### config.mk
export PLATFORM = sky130hd
export DESIGN_NAME = color_sensor_period_to_frequency
export DESIGN_NICKNAME = d
export VERILOG_FILES = /design/src/rtl/core/cspf_pkg.sv /design/src/rtl/core/cspf_front.sv /design/src/rtl/core/cspf_queue.sv /design/src/rtl/core/cspf_back.sv /design/src/rtl/core/color_sensor_period_to_frequency.sv
export SDC_FILE = /design/constraint.sdc
export NUM_CORES = 1
export LEC_CHECK = 0
export BUFFER_PORTS_ARGS = -buffer_cell sky130_fd_sc_hd__buf_2
export CELL_PAD_IN_SITES_DETAIL_PLACEMENT = 1
export CELL_PAD_IN_SITES_GLOBAL_PLACEMENT = 2
export CORE_ASPECT_RATIO = 1.75
export CORE_UTILIZATION = 40
export DETAILED_ROUTE_END_ITERATION = 12
export HOLD_SLACK_MARGIN = 0.06
export PLACE_DENSITY_LB_ADDON = 0.1
export SLEW_MARGIN = 20
export SYNTH_ARGS = -nofsm -noshare
export SYNTH_HDL_FRONTEND = slang
export SYNTH_SLANG_ARGS = --single-unit
### constraint.sdc
create_clock -name i_clk -period 6.8 [get_ports i_clk]
set_input_delay 1.02 -clock i_clk [delete_from_list [all_inputs] [get_ports i_clk]]
set_output_delay 1.02 -clock i_clk [all_outputs]
set_load 0.01 [all_outputs]
### src/rtl/core/cspf_pkg.sv
// ----------------------------------------------------------------------------
// cspf_pkg
// Types and constants shared by the color sensor frequency measurement block.
// ----------------------------------------------------------------------------
`timescale 1ns / 1ps

package cspf_pkg;

    localparam int RATE_W = 17;
    localparam int CHAN_W = 2;
    localparam int CAPT_W = 8;

    localparam logic [RATE_W-1:0] RATE_RESET = 17'd125000;

    // item kinds
    localparam logic KIND_START = 1'b0;
    localparam logic KIND_EDGE  = 1'b1;

    // filter channels, also the dominant color codes
    localparam logic [CHAN_W-1:0] CH_RED   = 2'd0;
    localparam logic [CHAN_W-1:0] CH_GREEN = 2'd1;
    localparam logic [CHAN_W-1:0] CH_BLUE  = 2'd2;
    localparam logic [CHAN_W-1:0] CH_CLEAR = 2'd3;

    typedef struct packed {
        logic              kind;
        logic [CHAN_W-1:0] channel;
        logic [CAPT_W-1:0] timer_count;
    } t_in_item;

    typedef struct packed {
        logic [CHAN_W-1:0] measured_channel;
        logic [RATE_W-1:0] frequency;
        logic              color_valid;
        logic [CHAN_W-1:0] dominant_color;
    } t_out_item;

endpackage

### src/rtl/core/cspf_front.sv
// ----------------------------------------------------------------------------
// cspf_front
// Accepts start and edge items, tracks the edge count and start time, and
// queues a period job at the edge item that follows the one setting the start time.
// ----------------------------------------------------------------------------
`timescale 1ns / 1ps

module cspf_front #(
    parameter int TIMER_BITS = 8
) (
    input  logic                                i_clk,
    input  logic                                i_rst_n,
    input  logic                                i_in_valid,
    output logic                                o_in_stall,
    input  cspf_pkg::t_in_item                  i_in_item,
    input  logic                                i_q_full,
    output logic                                o_q_push,
    output logic [cspf_pkg::CHAN_W+TIMER_BITS-1:0] o_q_data
);

    localparam logic [1:0] EC_NONE = 2'd0;
    localparam logic [1:0] EC_ONE  = 2'd1;
    localparam logic [1:0] EC_DONE = 2'd2;

    logic [1:0]                    r_edge_count, n_edge_count;
    logic [cspf_pkg::CAPT_W-1:0]   r_start, n_start;
    logic [cspf_pkg::CHAN_W-1:0]   r_chan, n_chan;
    logic                          accept;
    logic [TIMER_BITS-1:0]         period;

    assign o_in_stall = i_q_full;
    assign accept     = i_in_valid && !i_q_full;
    // difference wraps modulo 2^TIMER_BITS
    assign period     = TIMER_BITS'(i_in_item.timer_count) - TIMER_BITS'(r_start);
    assign o_q_data   = {r_chan, period};

    always_comb begin
        n_edge_count = r_edge_count;
        n_start      = r_start;
        n_chan       = r_chan;
        o_q_push     = 1'b0;
        if (accept) begin
            if (i_in_item.kind == cspf_pkg::KIND_START) begin
                n_chan       = i_in_item.channel;
                n_edge_count = EC_NONE;
            end else if (r_edge_count == EC_NONE) begin
                n_start      = i_in_item.timer_count;
                n_edge_count = EC_ONE;
            end else if (r_edge_count == EC_ONE) begin
                n_edge_count = EC_DONE;
                o_q_push     = 1'b1;
            end
        end
    end

    always_ff @(posedge i_clk) begin
        if (!i_rst_n) begin
            r_edge_count <= EC_NONE;
            r_start      <= '0;
            r_chan       <= cspf_pkg::CH_RED;
        end else begin
            r_edge_count <= n_edge_count;
            r_start      <= n_start;
            r_chan       <= n_chan;
        end
    end

`ifndef NO_ASSERTIONS
    a_edge_count_range: assert property (@(posedge i_clk) disable iff (!i_rst_n)
        r_edge_count != 2'd3)
        else $error("edge count out of range");

    a_push_needs_room: assert property (@(posedge i_clk) disable iff (!i_rst_n)
        o_q_push |-> !i_q_full)
        else $error("job pushed into full queue");

    a_push_ends_edges: assert property (@(posedge i_clk) disable iff (!i_rst_n)
        o_q_push |=> r_edge_count == EC_DONE)
        else $error("edge count not closed after job");
`endif

endmodule

### src/rtl/core/cspf_queue.sv
// ----------------------------------------------------------------------------
// cspf_queue
// Two-entry job queue between the front and the divider back end.
// ----------------------------------------------------------------------------
`timescale 1ns / 1ps

module cspf_queue #(
    parameter int W = 10
) (
    input  logic         i_clk,
    input  logic         i_rst_n,
    input  logic         i_push,
    input  logic [W-1:0] i_data,
    output logic         o_full,
    input  logic         i_pop,
    output logic [W-1:0] o_data,
    output logic         o_empty
);

    logic [W-1:0] r_mem [2];
    logic         r_wr_ptr, r_rd_ptr;
    logic [1:0]   r_count, n_count;

    assign o_full  = r_count == 2'd2;
    assign o_empty = r_count == 2'd0;
    assign o_data  = r_mem[r_rd_ptr];

    always_comb begin
        n_count = r_count;
        if (i_push && !i_pop) begin
            n_count = r_count + 2'd1;
        end else if (i_pop && !i_push) begin
            n_count = r_count - 2'd1;
        end
    end

    always_ff @(posedge i_clk) begin
        if (i_push) begin
            r_mem[r_wr_ptr] <= i_data;
        end
    end

    always_ff @(posedge i_clk) begin
        if (!i_rst_n) begin
            r_wr_ptr <= 1'b0;
            r_rd_ptr <= 1'b0;
            r_count  <= 2'd0;
        end else begin
            if (i_push) begin
                r_wr_ptr <= !r_wr_ptr;
            end
            if (i_pop) begin
                r_rd_ptr <= !r_rd_ptr;
            end
            r_count <= n_count;
        end
    end

`ifndef NO_ASSERTIONS
    a_no_underflow: assert property (@(posedge i_clk) disable iff (!i_rst_n)
        i_pop |-> !o_empty)
        else $error("pop from empty queue");

    a_count_range: assert property (@(posedge i_clk) disable iff (!i_rst_n)
        r_count != 2'd3)
        else $error("queue count out of range");

    a_ptr_match: assert property (@(posedge i_clk) disable iff (!i_rst_n)
        (r_count == 2'd0 || r_count == 2'd2) |-> r_wr_ptr == r_rd_ptr)
        else $error("queue pointers disagree with count");
`endif

endmodule

### src/rtl/core/cspf_back.sv
// ----------------------------------------------------------------------------
// cspf_back
// Serial restoring divider for rate / period, red and green storage,
// dominant color decision and the output register.
// ----------------------------------------------------------------------------
`timescale 1ns / 1ps

module cspf_back #(
    parameter int TIMER_BITS = 8
) (
    input  logic                                   i_clk,
    input  logic                                   i_rst_n,
    input  logic                                   i_cfg_we,
    input  logic [cspf_pkg::RATE_W-1:0]            i_cfg_wdata,
    input  logic                                   i_job_empty,
    input  logic [cspf_pkg::CHAN_W+TIMER_BITS-1:0] i_job_data,
    output logic                                   o_job_pop,
    output logic                                   o_out_valid,
    input  logic                                   i_out_stall,
    output cspf_pkg::t_out_item                    o_out_item
);

    localparam int RW    = cspf_pkg::RATE_W;
    localparam int CNT_W = $clog2(RW + 1);

    localparam logic [1:0] S_IDLE = 2'd0;
    localparam logic [1:0] S_DIV  = 2'd1;
    localparam logic [1:0] S_FIN  = 2'd2;

    logic [1:0]                  r_state;
    logic [CNT_W-1:0]            r_cnt;
    logic [TIMER_BITS-1:0]       r_rem;
    logic [RW-1:0]               r_quo;
    logic [TIMER_BITS-1:0]       r_per;
    logic [cspf_pkg::CHAN_W-1:0] r_chan;
    logic [RW-1:0]               r_rate;
    logic [RW-1:0]               r_red, r_green;
    logic                        r_out_valid;
    cspf_pkg::t_out_item         r_out;

    logic [TIMER_BITS:0]         shifted;
    logic [TIMER_BITS+1:0]       trial;
    logic                        ge;
    logic [RW-1:0]               freq;
    logic [cspf_pkg::CHAN_W-1:0] dom;
    logic                        out_free;
    logic                        fin_load;
    cspf_pkg::t_out_item         n_out;

    // one quotient bit per cycle, dividend shifts out of the top of r_quo
    assign shifted = {r_rem, r_quo[RW-1]};
    assign trial   = {1'b0, shifted} - (TIMER_BITS+2)'(r_per);
    assign ge      = !trial[TIMER_BITS+1];

    assign freq     = (r_per == '0) ? '0 : r_quo;
    assign out_free = !r_out_valid || !i_out_stall;
    assign fin_load = (r_state == S_FIN) && out_free;
    assign o_job_pop = (r_state == S_IDLE) && !i_job_empty;

    always_comb begin
        if (r_red >= r_green && r_red >= freq) begin
            dom = cspf_pkg::CH_RED;
        end else if (r_green >= freq) begin
            dom = cspf_pkg::CH_GREEN;
        end else begin
            dom = cspf_pkg::CH_BLUE;
        end
        n_out.measured_channel = r_chan;
        n_out.frequency        = freq;
        n_out.color_valid      = r_chan == cspf_pkg::CH_BLUE;
        n_out.dominant_color   = (r_chan == cspf_pkg::CH_BLUE) ? dom : cspf_pkg::CH_RED;
    end

    assign o_out_valid = r_out_valid;
    assign o_out_item  = r_out;

    always_ff @(posedge i_clk) begin
        if (o_job_pop) begin
            r_per  <= i_job_data[TIMER_BITS-1:0];
            r_chan <= i_job_data[cspf_pkg::CHAN_W+TIMER_BITS-1:TIMER_BITS];
            r_rem  <= '0;
            r_quo  <= r_rate;
        end else if (r_state == S_DIV) begin
            r_rem <= ge ? trial[TIMER_BITS-1:0] : shifted[TIMER_BITS-1:0];
            r_quo <= {r_quo[RW-2:0], ge};
        end
        if (fin_load) begin
            r_out <= n_out;
        end
    end

    always_ff @(posedge i_clk) begin
        if (!i_rst_n) begin
            r_state     <= S_IDLE;
            r_cnt       <= '0;
            r_rate      <= cspf_pkg::RATE_RESET;
            r_red       <= '0;
            r_green     <= '0;
            r_out_valid <= 1'b0;
        end else begin
            if (i_cfg_we) begin
                r_rate <= i_cfg_wdata;
            end
            case (r_state)
                S_IDLE: begin
                    if (o_job_pop) begin
                        r_cnt   <= CNT_W'(RW);
                        r_state <= S_DIV;
                    end
                end
                S_DIV: begin
                    r_cnt <= r_cnt - 1'b1;
                    if (r_cnt == CNT_W'(1)) begin
                        r_state <= S_FIN;
                    end
                end
                S_FIN: begin
                    if (out_free) begin
                        r_state <= S_IDLE;
                    end
                end
                default: begin
                    r_state <= S_IDLE;
                end
            endcase
            if (fin_load) begin
                if (r_chan == cspf_pkg::CH_RED) begin
                    r_red <= freq;
                end else if (r_chan == cspf_pkg::CH_GREEN) begin
                    r_green <= freq;
                end
                r_out_valid <= 1'b1;
            end else if (!i_out_stall) begin
                r_out_valid <= 1'b0;
            end
        end
    end

`ifndef NO_ASSERTIONS
    a_div_count_live: assert property (@(posedge i_clk) disable iff (!i_rst_n)
        r_state == S_DIV |-> r_cnt != '0)
        else $error("divider running with zero count");

    a_color_only_blue: assert property (@(posedge i_clk) disable iff (!i_rst_n)
        (r_out_valid && r_out.color_valid) |-> r_out.measured_channel == cspf_pkg::CH_BLUE)
        else $error("color decision on non-blue item");

    a_dom_code: assert property (@(posedge i_clk) disable iff (!i_rst_n)
        r_out_valid |-> r_out.dominant_color != cspf_pkg::CH_CLEAR)
        else $error("invalid dominant color code");

    a_fin_to_idle: assert property (@(posedge i_clk) disable iff (!i_rst_n)
        fin_load |=> r_state == S_IDLE && r_out_valid)
        else $error("finish did not return to idle with result");
`endif

endmodule

### src/rtl/core/color_sensor_period_to_frequency.sv
// ----------------------------------------------------------------------------
// color_sensor_period_to_frequency
// Light-to-frequency sensor measurement: period to frequency per channel.
// ----------------------------------------------------------------------------
// Input channel (i_in_valid / o_in_stall / i_in_item): a start item picks the
// filter channel and clears the edge count; edge items carry timer captures.
// The edge after the one that set the start time queues a job with the wrapped period.
// Output channel (o_out_valid / i_out_stall / o_out_item): one item per
// finished measurement, frequency = count_rate / period (0 for period 0),
// and on blue the dominant color among red, green and blue.
// Config: i_cfg_we / i_cfg_wdata write count_rate (reset 125000).
// Path from the queuing edge to o_out_valid: the job passes through the
// two-entry job queue, the bit-serial divider (one quotient bit per cycle)
// and the finish step that loads the output register.
// Flow: the divider finishes one job before it pops the next. Items are
// taken one per cycle while the job queue has room; o_in_stall is high when
// it holds two jobs. A stalled output holds its item and the divider
// waits in its finish step; the front keeps accepting until the queue fills.
// Reset: edge count, start time, channel (red), stored red/green frequencies
// clear, count_rate returns to 125000, output valid drops.
// ----------------------------------------------------------------------------
`timescale 1ns / 1ps

module color_sensor_period_to_frequency #(
    parameter int TIMER_BITS = 8
) (
    input  logic                            i_clk,
    input  logic                            i_rst_n,
    input  logic                            i_cfg_we,
    input  logic [cspf_pkg::RATE_W-1:0]     i_cfg_wdata,
    input  logic                            i_in_valid,
    output logic                            o_in_stall,
    input  cspf_pkg::t_in_item              i_in_item,
    output logic                            o_out_valid,
    input  logic                            i_out_stall,
    output cspf_pkg::t_out_item             o_out_item
);

    localparam int JOB_W = cspf_pkg::CHAN_W + TIMER_BITS;

    logic             q_push, q_pop, q_full, q_empty;
    logic [JOB_W-1:0] q_wdata, q_rdata;

    cspf_front #(
        .TIMER_BITS(TIMER_BITS)
    ) u_front (
        .i_clk      (i_clk),
        .i_rst_n    (i_rst_n),
        .i_in_valid (i_in_valid),
        .o_in_stall (o_in_stall),
        .i_in_item  (i_in_item),
        .i_q_full   (q_full),
        .o_q_push   (q_push),
        .o_q_data   (q_wdata)
    );

    cspf_queue #(
        .W(JOB_W)
    ) u_queue (
        .i_clk   (i_clk),
        .i_rst_n (i_rst_n),
        .i_push  (q_push),
        .i_data  (q_wdata),
        .o_full  (q_full),
        .i_pop   (q_pop),
        .o_data  (q_rdata),
        .o_empty (q_empty)
    );

    cspf_back #(
        .TIMER_BITS(TIMER_BITS)
    ) u_back (
        .i_clk       (i_clk),
        .i_rst_n     (i_rst_n),
        .i_cfg_we    (i_cfg_we),
        .i_cfg_wdata (i_cfg_wdata),
        .i_job_empty (q_empty),
        .i_job_data  (q_rdata),
        .o_job_pop   (q_pop),
        .o_out_valid (o_out_valid),
        .i_out_stall (i_out_stall),
        .o_out_item  (o_out_item)
    );

endmodule

-- After elaboration in Yosys (flattened, before gate mapping)
Memories as Yosys holds them, arrays and structs flattened. A register that Yosys moved wholly into a read port is not among the register bits.
Index checks and enable logic that the tools add are counted.
- bits in registers: 122
- bits in latches: 0
- bits in writable memories: 20
- memory bits (read-only): 0
- input bits: 33
- output and inout bits: 24
- memories: 1
- add/subtract/negate cells: 5
- multipliers: 0
- divide/modulo/power cells: 0
- $lt $le $gt $ge: 3
- equality and inequality tests: 12
- shift operators: 0
- mux-type cells: 24
- bitwise operators: 3
- reduce and logical (&&, ||, !) cells: 32
- memories (name ; depth ; bits a word ; rd ports ; clocked after Yosys merged registers in ; write ports ; line ; source):
    u_queue.r_mem ; 2 ; 10 ; 1 ; 1 ; 1 ; cspf_queue.sv:20 ; logic [W-1:0] r_mem [2];
- operators with widths (operator ; count):
    >= comparator 17 bit ; 3
    2-to-1 mux 17 bit ; 3
    2-to-1 mux 2 bit ; 9
    one-hot mux 5 bit (2 select lines) ; 1
    subtractor 9 x 8 -> 10 bit ; 1
    zero test 1 bit ; 9
    AND reduction 3 bit ; 3
    zero test 2 bit ; 4
    zero test 8 bit ; 1
    2-to-1 mux 1 bit ; 8
    2-to-1 mux 8 bit ; 1
    AND reduction 2 bit ; 4
    subtractor 8 bit ; 1
    == test 2 x 1 -> 1 bit (second input constant) ; 3
    == test 2 bit (second input constant) ; 3
    logical AND 1 bit ; 6
    one-hot mux 2 bit (3 select lines) ; 1
    nonzero test 2 bit ; 3
    == test 5 x 1 -> 1 bit (second input constant) ; 1
    2-to-1 mux 5 bit ; 1
    subtractor 5 x 1 -> 5 bit (second input constant) ; 1
    != test 2 x 1 -> 1 bit (second input constant) ; 2
    != test 2 bit (second input constant) ; 2
    != test 3 x 1 -> 1 bit (second input constant) ; 1
    other kinds (5) ; 7

-- Depth between registers and ports, before layout
Gate-level depths: netlist of run 1.
- depth after elaboration: 9
- gate-level depth with buffers: 11
- gate-level depth less buffers: 10

-- Modules after synthesis
Synthesis of run 1 repeated with hierarchy kept, for this count alone.
- cell total of the unflattened synthesis: 764
- area total of the unflattened synthesis: 7524.7 um2
- by module, submodules not included (module ; instances ; cells an instance ; area an instance (um2) ; seq. area each (um2)):
    cspf_back ; 1 ; 622 ; 5773.0 ; 2812.7
    cspf_queue ; 1 ; 53 ; 937.1 ; 700.7
    cspf_front ; 1 ; 89 ; 814.5 ; 240.2

-- Least setup slack after synthesis of run 1
No wires, ideal clock.
- path type: register to register
- start point: reg u_back.r_per[1], read port of u_queue.r_mem
- end point: reg u_back.r_out (netlist bit u_back.o_out_item[0]), data pin
- arrival time: 2.525 ns
- setup slack: 4.013 ns
- stages on the path, launching flop included: 11
- cells stage by stage: edfxtp_1 nor4_1 nand2_1 nand2_1 ha_1 a21o_1 a211o_1 or4_1 a31oi_1 a21oi_1 nor2b_4
- cells in the longest elaborated chain, start to end: 5
- elaborated cells on any way between the ends: 7
- ends and longest elaborated chain (element ; line ; source):
    start, declared ; cspf_back.sv:34 ; logic [TIMER_BITS-1:0] r_per;
    zero test 8 bit (*) ; cspf_back.sv:55 ; assign freq = (r_per == '0) ? '0 : r_quo;
    2-to-1 mux 17 bit (*) ; cspf_back.sv:55 ;
    >= comparator 17 bit ; cspf_back.sv:61 ; if (r_red >= r_green && r_red >= freq) begin
    logical AND 1 bit ; cspf_back.sv:61 ;
    OR reduction 2 bit (no source line) ; n/a ;
    end signal, assigned ; cspf_back.sv:88 ; r_out <= n_out;
    end, declared ; cspf_back.sv:39 ; cspf_pkg::t_out_item r_out;
Mark *: on every way between the ends. The rest lies on a longest branch, timed or not.
A chain may end at the register's enable or synchronous reset.

-- Final worst setup path of run 1
Same ends and word-level chain as after synthesis.

==> results of run 1 <==
## sequential cells by signal, summed over array words and instances, names as in the netlist, 5 cells and up
signal / cells
u_back.r_red: 17
u_back.r_cnt: 5
u_back.r_rem: 8
u_back.r_quo: 17
u_back.r_green: 17
u_back.o_out_item: 22
u_back.r_per: 8
u_back.r_rate: 17
u_front.r_start: 8
u_queue.r_mem: 20
## area by class of cell
cell class | count | area [um2]
Timing Repair Buffer | 62 | 325
Clock buffer | 20 | 437
Sequential cell | 152 | 3730
Inverter | 61 | 229
Fill cell | 2119 | 9880
Tap cell | 238 | 298
Multi-Input combinational cell | 514 | 3500
Clock inverter | 12 | 178
## per-layer routing
layer	up-vias	wire length [um]
met2	59	10700
met1	2586	6500
met3	15	468
met5	-	0
li1	2700	-
met4	0	233
## Yosys cell counts, drive strengths merged, types with 2 or more instances
library cell	instances
nor2	17
nor3b	3
fa	2
or2	2
xor2	5
and4	2
nand2b	8
a32oi	5
and2	43
nand4	4
clkbuf	23
buf	3
mux2i	26
a211oi	5
nand2	125
ha	69
nand3	13
inv	61
nor3	4
a21o	8
a21oi	24
edfxtp	69
dfxtp	83
mux2	11
o211ai	2
a21boi	6
o21ai	59
nor4	2
a31oi	2
or4	2
nor2b	33
a2bb2oi	2
o21a	6
o2111ai	3
xnor2	8
## cell families (layout without fill, tap and decap cells)
| family | Yosys count | after routing | synth area share, % |
|---|---|---|---|
| DFF | 152 | 152 | 49.4 |
| and+or+nand+nor | 262 | 262 | 17.1 |
| buffers and inverters | 87 | 155 | 4.40 |
| muxes | 37 | 37 | 5.08 |
| AOI/OAI and AO/OA | 131 | 131 | 10.6 |
| adders and majority gates | 71 | 71 | 11.9 |
| xor gates and xnor gates | 13 | 13 | 1.51 |
## metrics by stage
| stage | hold WS, ns | utilization [%] | area, um2 | worst slack (ns) | power, uW |
|---|---|---|---|---|---|
| after detailed placement | 0.447 | 43.5 | 8090 | 3.35 | 2210 |
| after global placement | 0.448 | 43.5 | 8090 | 3.47 | 2170 |
| final | 0.460 | 46.8 | 8700 | 3.37 | 3180 |
| after floorplan | 0.419 | - | 7560 | 4.01 | 1910 |
| after CTS | 0.462 | 46.8 | 8700 | 3.33 | 3230 |
| after global routing | 0.475 | 46.8 | 8700 | 3.04 | 3390 |
## power by group through the flow
stage / Sequential, uW / Combinational (uW) / Clock, uW
floorplan: 1260 / 647 / 0
global placement: 1290 / 878 / 0
detailed placement: 1300 / 910 / 0
CTS: 1280 / 922 / 1030
global route: 1300 / 1030 / 1060
finish: 1280 / 898 / 998
## critical path: cells and delay by family, from the launching register on
family	cells	cell delay, ns
simple gates	5	1.67
compound gates	4	0.77
flops	1	0.44
fa+ha+maj	1	0.30
## worst min-delay path by stage
stage	cells after the start	end	startpoint	slack, ns
detailed placement	0	u_queue.r_mem[1][9]$_DFFE_PP_	u_front.r_chan[1]$_SDFFE_PN0P_	0.45
finish	0	u_queue.r_mem[0][9]$_DFFE_PP_	u_front.r_chan[1]$_SDFFE_PN0P_	0.46
floorplan	0	u_queue.r_mem[0][8]$_DFFE_PP_	u_front.r_chan[0]$_SDFFE_PN0P_	0.42
global route	0	u_queue.r_mem[1][9]$_DFFE_PP_	u_front.r_chan[1]$_SDFFE_PN0P_	0.48
global placement	0	u_queue.r_mem[1][9]$_DFFE_PP_	u_front.r_chan[1]$_SDFFE_PN0P_	0.45
CTS	0	u_queue.r_mem[0][9]$_DFFE_PP_	u_front.r_chan[1]$_SDFFE_PN0P_	0.46
==> results.txt, run 1 <==
----------------------------------------------------
[Outcome]
  Status ... finished clean

[STA]
  Total count of hold-check failures in the final report ... 0
  Post-route clock period utilization ... 50.5%
  Unrepaired setup endpoints after global routing ... no
  Upper clock frequency limit ... 291 MHz
  Tightest Pin Transition ... 0.984 ns
  Final max-slew violation count ... 0
  Final setup TNS ... 0 ns
  Clock skew ... 0.00735 ns
  Final worst path period need ... 3.43 ns
  Final-report setup violation count ... 0
  Max-slew headroom at the worst pin ... 34.1%

[Critical path]
  Arrival @ worst endpoint ... 3.61 ns
  Ordered list of cells on the worst path ... nor4_1, nand2_1, nand2_1, ha_1, a21o_1, a211o_1, or4_1, a31oi_1, a21oi_1, nor2b_4
  Endpoint of the worst setup timing path ... u_back.o_out_item[0]$_SDFFCE_PP0P_
  Most repeated library cell on the critical path ... sky130_fd_sc_hd__nand2_1
  Kind of start point of the critical path ... register
  Class of the most critical setup path ... reg2reg
  Worst r2r src ... u_back.r_per[1]$_DFFE_PP_
  Crit path max-delay cell type ... sky130_fd_sc_hd__or4_1
  Source of the critical timing path ... u_back.r_per[1]$_DFFE_PP_
  Maximum fanout count along the critical path ... 17
  Cell depth of the worst flop-to-flop path ... 10
  WP data required ... 6.98 ns
  Critical Path Sink Type ... register
  Delay contributed by the slowest stage of the critical path ... 0.51 ns
  Worst reg2reg setup slack ... 3.37 ns
  Capturing point of the worst reg2reg path ... u_back.o_out_item[0]$_SDFFCE_PP0P_

[Logic synthesis]
  Asr flop ratio synth ... 0%
  Largest cells by area after synthesis ... sky130_fd_sc_hd__edfxtp_1, sky130_fd_sc_hd__dfxtp_1, sky130_fd_sc_hd__ha_1
  Mapped Nets ... 857
  Post-synthesis sequential area ratio ... 49.4%
  Synth Flop Type ... sky130_fd_sc_hd__dfxtp_1
  Count of flip-flops with a built-in enable after synthesis ... 69
  Area fraction of the dominant cell type after synthesis ... 27.4%
  Number of distinct library cell variants in the gate-level netlist after synthesis ... 54
  Cell type contributing the most total cell area after synthesis ... sky130_fd_sc_hd__edfxtp_1
  Mean Syn Cell Area ... 10.0 um2
  Synthesized area ... 0.00756 mm2
  Total of warnings raised by yosys ... 0
  Syn Inst Count ... 753
  Flop and latch count out of synthesis ... 152

[Power and ir drop]
  IR Drop Worst-Case VDD ... 221 uV
  Leakage power ... 0.00373 uW
  Register share of total power ... 40.3%
  Clock share of power ... 31.4%
  Sw Ratio ... 33.3%
  Internal power ... 2120 uW
  Combinational share of power ... 28.3%
  Power Density ... 365 mW/mm2
  Psw ... 1060 uW

[Flow run]
  Max Cap Violations ... 0

[Floorplanning]
  Y dimension of the die ... 184 um
  Ports ... 57
  Core area ... 0.0186 mm2
  Die area ... 0.0195 mm2
  Die X-Extent ... 106 um
  Row count ... 66
  Starting density of the core ... 40.7%

[Global route]
  First-pass GRT wire length ... 29900 um
  Number of global-route vias before repair ... 6043
  Layer with the highest usage after global routing ... met2
  Maximum number of pins on one net before global-route repair ... 76
  Grt met3 use ... 4.93%
  Antenna violations before repair ... 0
  GR Util met1 ... 18.7%
  GR Layer Usage met2 ... 42.1%
  Total grt overflow ... 0
  Global routing usage summed across all routing layers ... 20.4%

[Drt]
  Number of DRC violations after detailed-routing iteration 0 ... 105
  DR vias ... 5360
  Antenna-violating nets left ... 0
  Residual DRC ... 0
  Routed wire length per instance ... 16.9 um
  Drt via density ... 5.06
  Aggregate routed wire length ... 17900 um
  Detailed-routing iteration count for the pre-antenna-repair pass ... 4

[Clock tree]
  H-tree levels ... 4
  Clock Tree Root ... sky130_fd_sc_hd__clkbuf_16
  Number of setup buffers added after CTS ... 0
  Clock slew at the register clock pins of the worst setup and hold paths ... 0.06 ns
  CTS tree ... done
  CTS-repair resized insts ... 0
  TritonCTS buffer count ... 17
  Clock insertion delay at the later pin of the skew report ... 0.43 ns
  # clock sinks ... 152
  Longest Clk Path Bufs ... 2
  Hold_buf cts ... 0

[Cells and area]
  Ant diodes ... 0
  Post-route non-filler standard cell count ... 1059
  Commonest cells after routing, fill and taps aside ... sky130_fd_sc_hd__nand2_1, sky130_fd_sc_hd__dfxtp_1, sky130_fd_sc_hd__ha_1, sky130_fd_sc_hd__edfxtp_1, sky130_fd_sc_hd__inv_1
  Layout cells sized above 1 ... 13.3%
  Count of nets after finishing ... 912
  Most frequent standard cell in the layout excluding fill and tap cells ... sky130_fd_sc_hd__nand2_1
  Area growth, synth to finish ... 15.1%

[Placement]
  GP Congestion ... 0.778
  Total placed cells including tap cells ... 1027
  DP Wirelength ... 13400 um
  # port buffers ... 56

[Worst hold path]
  Class of the tightest hold or removal check ... reg2reg

----------------------------------------------------
(Power assumes the default switching activity.)
==> inputs of run 2 (changes only) <==
- ABC_AREA: not set -> 1
- CORE_UTILIZATION: 40 -> 37
- clock period: 6.8 -> 3.5 ns (I/O delays scaled with it)
==> run 2 against run 1 <==
Compared with the run above:
- sequential power up 95%
- routed wire length rose by 15%
- die area increased by 11%
- total power increased by 110%
- maximum frequency is 24% higher
- hold slack worse by 0.15 ns
- non-clock buffer count is 2 lower
- critical path type unchanged
- largest power group unchanged
- highest routed layer unchanged
==> results.txt, run 2 <==
----------------------------------------------------
[Outcome]
  Status ... finished clean

[Clock tree]
  CTS-repair resized insts ... 0 (unchanged)
  CTS tree ... done
  Number of setup buffers added after CTS ... 0 (unchanged)
  # clock sinks ... 152 (unchanged)
  Longest Clk Path Bufs ... 2 (unchanged)
  TritonCTS buffer count ... 17 (unchanged)
  Clock Tree Root ... sky130_fd_sc_hd__clkbuf_16
  Clock insertion delay at the later pin of the skew report ... 0.43 ns (about the same)
  Hold_buf cts ... 0 (unchanged)
  H-tree levels ... 4 (unchanged)
  Clock slew at the register clock pins of the worst setup and hold paths ... 0.06 ns (about the same)

[Cells and area]
  Filler instances ... 2438 (+15%)
  Layout cells sized above 1 ... 11.3% (-2.0 points)
  Area growth, synth to finish ... 13.5%
  Ant diodes ... 0 (unchanged)
  Commonest cells after routing, fill and taps aside ... sky130_fd_sc_hd__nand2_1, sky130_fd_sc_hd__inv_1, sky130_fd_sc_hd__nor2_1
  Count of nets after finishing ... 1063 (+17%)
  Core utilization of the finished layout ... 43.0% (-3.8 points)
  Post-route non-filler standard cell count ... 1220 (+15%)
  Largest register FFs ... 22 (unchanged)
  Most frequent standard cell in the layout excluding fill and tap cells ... sky130_fd_sc_hd__nand2_1

[Logic synthesis]
  Top post-synthesis cells by count ... sky130_fd_sc_hd__nand2_1, sky130_fd_sc_hd__inv_1, sky130_fd_sc_hd__nor2_1
  Area fraction of the dominant cell type after synthesis ... 26.7% (-0.69 points)
  Syn Inst Count ... 905 (+20%)
  Proportion of synthesized area in mux cells ... 0% (-5.1 points)
  Synth Flop Type ... sky130_fd_sc_hd__dfxtp_1
  Fraction of the mapped netlist area in simple logic gates ... 17.9% (+0.75 points)
  Post-synthesis compound-gate area fraction ... 12.5% (+1.9 points)
  Count of flip-flops with a built-in enable after synthesis ... 69 (unchanged)
  Mean Syn Cell Area ... 8.57 um2 (-15%)
  Total of warnings raised by yosys ... 0 (unchanged)
  Largest cells by area after synthesis ... sky130_fd_sc_hd__edfxtp_1, sky130_fd_sc_hd__dfxtp_1, sky130_fd_sc_hd__ha_1
  Cell type contributing the most total cell area after synthesis ... sky130_fd_sc_hd__edfxtp_1
  Post-synthesis sequential area ratio ... 48.1% (-1.2 points)
  Synthesized area ... 0.00776 mm2 (+2.6%)
  Flop and latch count out of synthesis ... 152 (unchanged)
  Number of distinct library cell variants in the gate-level netlist after synthesis ... 43 (-20%)
  Dominant combinational cell family by area after synthesis ... simple AND/OR/NAND/NOR gates
  Xor and xnor area share after synthesis ... 1.24% (-0.26 points)
  Mapped Nets ... 1009 (+18%)
  Most numerous cell in the Yosys netlist ... sky130_fd_sc_hd__nand2_1
  Asr flop ratio synth ... 0% (unchanged)
  Post-Synth Adder-Cell Area ... 11.6% (-0.30 points)

[Drt]
  Aggregate routed wire length ... 20700 um (+15%)
  Routed wire length per instance ... 16.9 um (about the same)
  Number of DRC violations after detailed-routing iteration 0 ... 194 (+85%)
  Residual DRC ... 0 (unchanged)
  Detailed-routing iteration count for the pre-antenna-repair pass ... 4 (unchanged)
  Antenna-violating nets left ... 0 (unchanged)
  DR vias ... 6072 (+13%)
  Drt via density ... 4.98 (-1.7%)

[Flow run]
  Max Cap Violations ... 0 (unchanged)

[STA]
  Tightest Pin Transition ... 0.996 ns (+0.0119 ns)
  Unrepaired setup endpoints after global routing ... no
  Post-route worst hold slack ... 0.315 ns (-0.145 ns)
  Max-slew headroom at the worst pin ... 33.3% (-0.80 points)
  Final setup TNS ... 0 ns (unchanged)
  Post-route clock period utilization ... 79.2% (+29 points)
  Clock skew ... 0.00625 ns (-0.00110 ns)
  Upper clock frequency limit ... 361 MHz (+24%)
  Final-report setup violation count ... 0 (unchanged)
  Final max-slew violation count ... 0 (unchanged)
  Final worst path period need ... 2.77 ns (-0.662 ns)
  Total count of hold-check failures in the final report ... 0 (unchanged)

[Global route]
  Total grt overflow ... 0 (unchanged)
  Number of global-route vias before repair ... 6614 (+9.4%)
  Maximum number of pins on one net before global-route repair ... 64 (-16%)
  Antenna violations before repair ... 0 (unchanged)
  First-pass GRT wire length ... 33700 um (+13%)
  Global routing usage summed across all routing layers ... 20.4% (+0.032 points)

[Floorplanning]
  Core area ... 0.0205 mm2 (+10%)
  Starting density of the core ... 37.9% (-2.8 points)
  Row count ... 69 (+4.5%)
  Die area ... 0.0216 mm2 (+11%)
  Y dimension of the die ... 194 um (+5.3%)
  Ports ... 57 (unchanged)
  Die X-Extent ... 111 um (+5.2%)

[Placement]
  # port buffers ... 56 (unchanged)
  DP Wirelength ... 16100 um (+20%)
  Total placed cells including tap cells ... 1188 (+16%)
  GP Congestion ... 0.798 (+2.6%)

[Critical path]
  Arrival @ worst endpoint ... 2.95 ns (-0.66 ns)
  Class of the most critical setup path ... reg2reg
  Kind of start point of the critical path ... register
  WP data required ... 3.68 ns (-3.30 ns)
  Worst reg2reg setup slack ... 0.73 ns (-2.64 ns)
  Critical Path Sink Type ... register
  Maximum fanout count along the critical path ... 17 (unchanged)

[Power and ir drop]
  Power Density ... 750 mW/mm2 (+110%)
  IR Drop Worst-Case VDD ... 364 uV (+65%)
  Leakage power ... 0.00397 uW (+6.3%)

[Worst hold path]
  Class of the tightest hold or removal check ... in2reg

----------------------------------------------------
[run 2: kinds of logic after synthesis]
family / count (synthesis)
simple gates: 322
compound gates: 184
buf+inv: 165
flops: 152
fa+ha+maj: 71
xor+xnor: 11
[run 2: layout make-up]
type,count,area (um2),share of cell area [%]
Multi-Input combinational cell,588,3360,38.1
Sequential cell,152,3730,42.4
Clock inverter,11,97.6,1.11
Inverter,140,528,6.00
Timing Repair Buffer,60,310,3.52
Clock buffer,21,470,5.34
Tap cell,248,310,3.52
[run 2: worst max-delay path, stage by stage (launching register included)]
cell and delay (ns):
sky130_fd_sc_hd__edfxtp_1 0.37, sky130_fd_sc_hd__inv_1 0.08, sky130_fd_sc_hd__nand3_1 0.12, sky130_fd_sc_hd__nor3_4 0.05
sky130_fd_sc_hd__buf_4 0.20, sky130_fd_sc_hd__nor2_1 0.35, sky130_fd_sc_hd__inv_1 0.16, sky130_fd_sc_hd__ha_1 0.33
sky130_fd_sc_hd__nand2_1 0.06, sky130_fd_sc_hd__nor2_1 0.26, sky130_fd_sc_hd__nand2_1 0.11, sky130_fd_sc_hd__nor2_1 0.10
sky130_fd_sc_hd__nand2_1 0.05, sky130_fd_sc_hd__nand4_1 0.09, sky130_fd_sc_hd__nand2_1 0.05, sky130_fd_sc_hd__nand2_1 0.07
sky130_fd_sc_hd__nor2_1 0.05
[run 2: metal layers]
| metal | track usage, % | vias up | wire (um) |
|---|---|---|---|
| met5 | 0 | - | 0 |
| met4 | 8.71 | 0 | 535 |
| met3 | 2.94 | 27 | 406 |
| met2 | 42.3 | 74 | 12300 |
| met1 | 19.2 | 2886 | 7390 |
| li1 | - | 3085 | - |
[run 2: worst paths after layout]
check        cells after the start                             from                            endpoint
max reg2reg                     16        u_back.r_per[1]$_DFFE_PP_  u_back.o_out_item[1]$_SDFFCE_PP0P_
max                             16        u_back.r_per[1]$_DFFE_PP_  u_back.o_out_item[1]$_SDFFCE_PP0P_
min reg2reg                      2  u_front.r_start[6]$_SDFFE_PN0P_     u_front.r_start[6]$_SDFFE_PN0P_
min                              3                  i_cfg_wdata[13]      u_back.r_rate[13]$_SDFFE_PN1P_
[run 2: where the power goes]
group	internal [uW]	switching [uW]	leakage, uW
sequential	2330	163	0.00132
combinational	710	1620	0.00237
clock	1030	746	0.000273
[run 2: through the flow]
step / area, um2 / setup WS, ns / total power [uW]
2_1_floorplan: 7760 / 1.21 / 4190
3_3_place_gp: 8240 / 0.757 / 4820
3_5_place_dp: 8240 / 0.746 / 4920
4_1_cts: 8810 / 0.737 / 6730
5_1_grt: 8810 / 0.497 / 7100
6_report: 8810 / 0.729 / 6610
==> inputs of run 3 (changes only) <==
- ABC_AREA: 1 -> 0
- CORE_UTILIZATION: 37 -> 39
- clock period: 3.5 -> 2.7 ns (I/O delays scaled with it)
==> run 3 against run 2 <==
Compared with the run above:
- the flow now finishes with violations (negative setup slack)
- utilization increased by 4.8 points
- clock skew about the same
- sequential share of layout area decreased by 1.6 points
- critical path depth decreased by 6
- routed wire length decreased by 5.0%
- maximum frequency decreased by 0.65%
- die area decreased by 7.4%
- register-to-register slack got worse by 0.82 ns
- non-clock buffer count increased by 35
- critical endpoint is now u_back.o_out_item[0]$_SDFFCE_PP0P_
==> results.txt, run 3 (synthesized netlist as in run 1, its figures left out) <==
----------------------------------------------------
[Outcome]
  Status ... finished with violations
  Violated checks ... negative setup slack

[Clock tree]
  Longest Clk Path Bufs ... 2 (unchanged)
  Clock insertion delay at the later pin of the skew report ... 0.44 ns (about the same)
  # clock sinks ... 152 (unchanged)
  Clock slew at the register clock pins of the worst setup and hold paths ... 0.06 ns (about the same)
  CTS tree ... done
  Clock Tree Root ... sky130_fd_sc_hd__clkbuf_16
  H-tree levels ... 4 (unchanged)
  TritonCTS buffer count ... 17 (unchanged)

[Power and ir drop]
  Power Density ... 909 mW/mm2 (+21%)
  Leakage power ... 0.00390 uW (-1.7%)
  IR Drop Worst-Case VDD ... 436 uV (+20%)

[Critical path]
  Kind of start point of the critical path ... register
  Critical path's top delay family ... simple AND/OR/NAND/NOR gates
  Arrival @ worst endpoint ... 2.99 ns (+0.04 ns)
  Class of the most critical setup path ... reg2reg
  Ordered list of cells on the worst path ... nor4_4, nand2_2, nand2_4, ha_4, a21o_1, a211o_1, or4_4, a31oi_4, a21oi_2, nor2b_4
  Crit path max-delay cell type ... sky130_fd_sc_hd__or4_4
  Delay contributed by the slowest stage of the critical path ... 0.52 ns (+0.15 ns)
  Total buffers and inverters traversed by the critical path ... 0 (-3)
  Critical Path Sink Type ... register
  WP data required ... 2.90 ns (-0.78 ns)
  Maximum fanout count along the critical path ... 4 (-13)

[Cells and area]
  Core utilization of the finished layout ... 47.9% (+4.8 points)
  Most frequent standard cell in the layout excluding fill and tap cells ... sky130_fd_sc_hd__nand2_1
  Final standard cell area without fillers ... 0.00915 mm2 (+3.9%)
  Commonest cells after routing, fill and taps aside ... sky130_fd_sc_hd__nand2_1, sky130_fd_sc_hd__dfxtp_1, sky130_fd_sc_hd__edfxtp_1
  Count of nets after finishing ... 945 (-11%)
  Ant diodes ... 0 (unchanged)
  Layout cells sized above 1 ... 20.6% (+9.3 points)
  Area growth, synth to finish ... 21.0%
  Largest register FFs ... 22 (unchanged)

[Drt]
  Antenna-violating nets left ... 0 (unchanged)
  Number of DRC violations after detailed-routing iteration 0 ... 169 (-13%)
  Aggregate routed wire length ... 19600 um (-5.0%)
  Drt via density ... 5.12 (+2.9%)
  Detailed-routing iteration count for the pre-antenna-repair pass ... 4 (unchanged)
  Routed wire length per instance ... 17.9 um (+5.9%)
  DR vias ... 5609 (-7.6%)
  Residual DRC ... 0 (unchanged)

[STA]
  Least setup slack across all paths after layout ... -0.0893 ns (-0.818 ns)
  Final setup TNS ... -0.0893 ns (-0.0893 ns)
  Clock skew ... 0.00674 ns (+0.000490 ns)
  Max-slew headroom at the worst pin ... 52.8% (+19 points)
  Unrepaired setup endpoints after global routing ... yes
  Post-route clock period utilization ... 103% (+24 points)
  Total count of hold-check failures in the final report ... 0 (unchanged)
  Final-report setup violation count ... 1 (+1)
  Final worst path period need ... 2.79 ns (+0.0182 ns)
  Final max-slew violation count ... 0 (unchanged)
  Upper clock frequency limit ... 359 MHz (-0.65%)
  Tightest Pin Transition ... 0.707 ns (-0.289 ns)

[Floorplanning]
  Die area ... 0.0200 mm2 (-7.4%)
  Die X-Extent ... 107 um (-3.8%)
  Starting density of the core ... 39.6% (+1.7 points)
  Y dimension of the die ... 186 um (-3.8%)
  Ports ... 57 (unchanged)
  Row count ... 67 (-2.9%)
  Core area ... 0.0191 mm2 (-6.6%)

[Global route]
  First-pass GRT wire length ... 31300 um (-7.1%)
  Antenna violations before repair ... 0 (unchanged)
  Maximum number of pins on one net before global-route repair ... 42 (-34%)
  Total grt overflow ... 0 (unchanged)
  Global routing usage summed across all routing layers ... 21.1% (+0.67 points)
  Number of global-route vias before repair ... 6128 (-7.3%)

[Placement]
  DP Wirelength ... 14400 um (-11%)
  GP Congestion ... 0.844 (+5.8%)
  # port buffers ... 56 (unchanged)
  Placement-stage cell area ... 0.00830 mm2 (+0.73%)
  Pre-CTS setup slack ... -0.274 ns (-1.02 ns)

[Worst hold path]
  Class of the tightest hold or removal check ... in2reg

[Flow run]
  Max Cap Violations ... 0 (unchanged)

----------------------------------------------------
run 3: cell types whose count changed in the layout (fill, tap and decap cells not counted), moves of 26 or more:
cell,previous run,this run
sky130_fd_sc_hd__a21oi_1,84,21
sky130_fd_sc_hd__o21ai_0,82,54
sky130_fd_sc_hd__and2_1,0,41
sky130_fd_sc_hd__inv_1,136,61
sky130_fd_sc_hd__nand2_1,174,115
sky130_fd_sc_hd__nor2_1,86,17
sky130_fd_sc_hd__mux2i_1,0,26
sky130_fd_sc_hd__nor2b_1,0,32
sky130_fd_sc_hd__buf_4,4,36
run 3: repair_timing:
item	in CTS	in global routing
cloned	1	0
pin swaps	9	8
resized for setup	19	29
hold buffers	0	0
hold endpoints to repair	0	0
setup buffers	6	1
setup endpoints to repair	2	2
run 3: per-stage QoR:
stage / total power (uW) / hold WS, ns / instances
2_1_floorplan: 4800 / 0.419 / 753
3_5_place_dp: 5840 / 0.445 / 1056
5_1_grt: 8850 / 0.187 / 1095
4_1_cts: 8290 / 0.173 / 1095
3_3_place_gp: 5680 / 0.455 / 1056
6_report: 8320 / 0.187 / 1095
run 3: cell type report:
cell class / instances / area, um2
Tap cell: 241 / 302
Inverter: 61 / 229
Clock buffer: 24 / 493
Timing Repair Buffer: 95 / 593
Sequential cell: 152 / 3730
Multi-Input combinational cell: 514 / 3730
Fill cell: 2168 / 9960
Clock inverter: 8 / 70.1
run 3: layer usage:
metal	routed length (um)	vias to the layer above	track usage, %
met5	0	-	0
met2	11700	67	44.0
met1	6960	2741	18.7
li1	-	2763	-
met3	394	38	4.15
met4	573	0	9.70
run 3: worst register-to-register path, cell delays in order, from the launching register on:
cell	delay, ns
sky130_fd_sc_hd__edfxtp_1	0.43
sky130_fd_sc_hd__nor4_4	0.32
sky130_fd_sc_hd__nand2_2	0.16
sky130_fd_sc_hd__nand2_4	0.10
sky130_fd_sc_hd__ha_4	0.20
sky130_fd_sc_hd__a21o_1	0.18
sky130_fd_sc_hd__a211o_1	0.28
sky130_fd_sc_hd__or4_4	0.52
sky130_fd_sc_hd__a31oi_4	0.16
sky130_fd_sc_hd__a21oi_2	0.08
sky130_fd_sc_hd__nor2b_4	0.13
run 3: path summary, 6_finish.rpt:
path	start	to	slack [ns]	depth (start not counted)
max	u_back.r_per[4]$_DFFE_PP_	u_back.o_out_item[0]$_SDFFCE_PP0P_	-0.09	10
min reg2reg	u_front.r_chan[0]$_SDFFE_PN0P_	u_queue.r_mem[0][8]$_DFFE_PP_	0.47	0
min	i_cfg_wdata[15]	u_back.r_rate[15]$_SDFFE_PN1P_	0.19	3
max reg2reg	u_back.r_per[4]$_DFFE_PP_	u_back.o_out_item[0]$_SDFFCE_PP0P_	-0.09	10
run 3: power by group:
| group | internal [uW] | switching (uW) |
|---|---|---|
| clock | 1360 | 937 |
| combinational | 1150 | 1610 |
| sequential | 2960 | 299 |
| total | 5480 | 2850 |
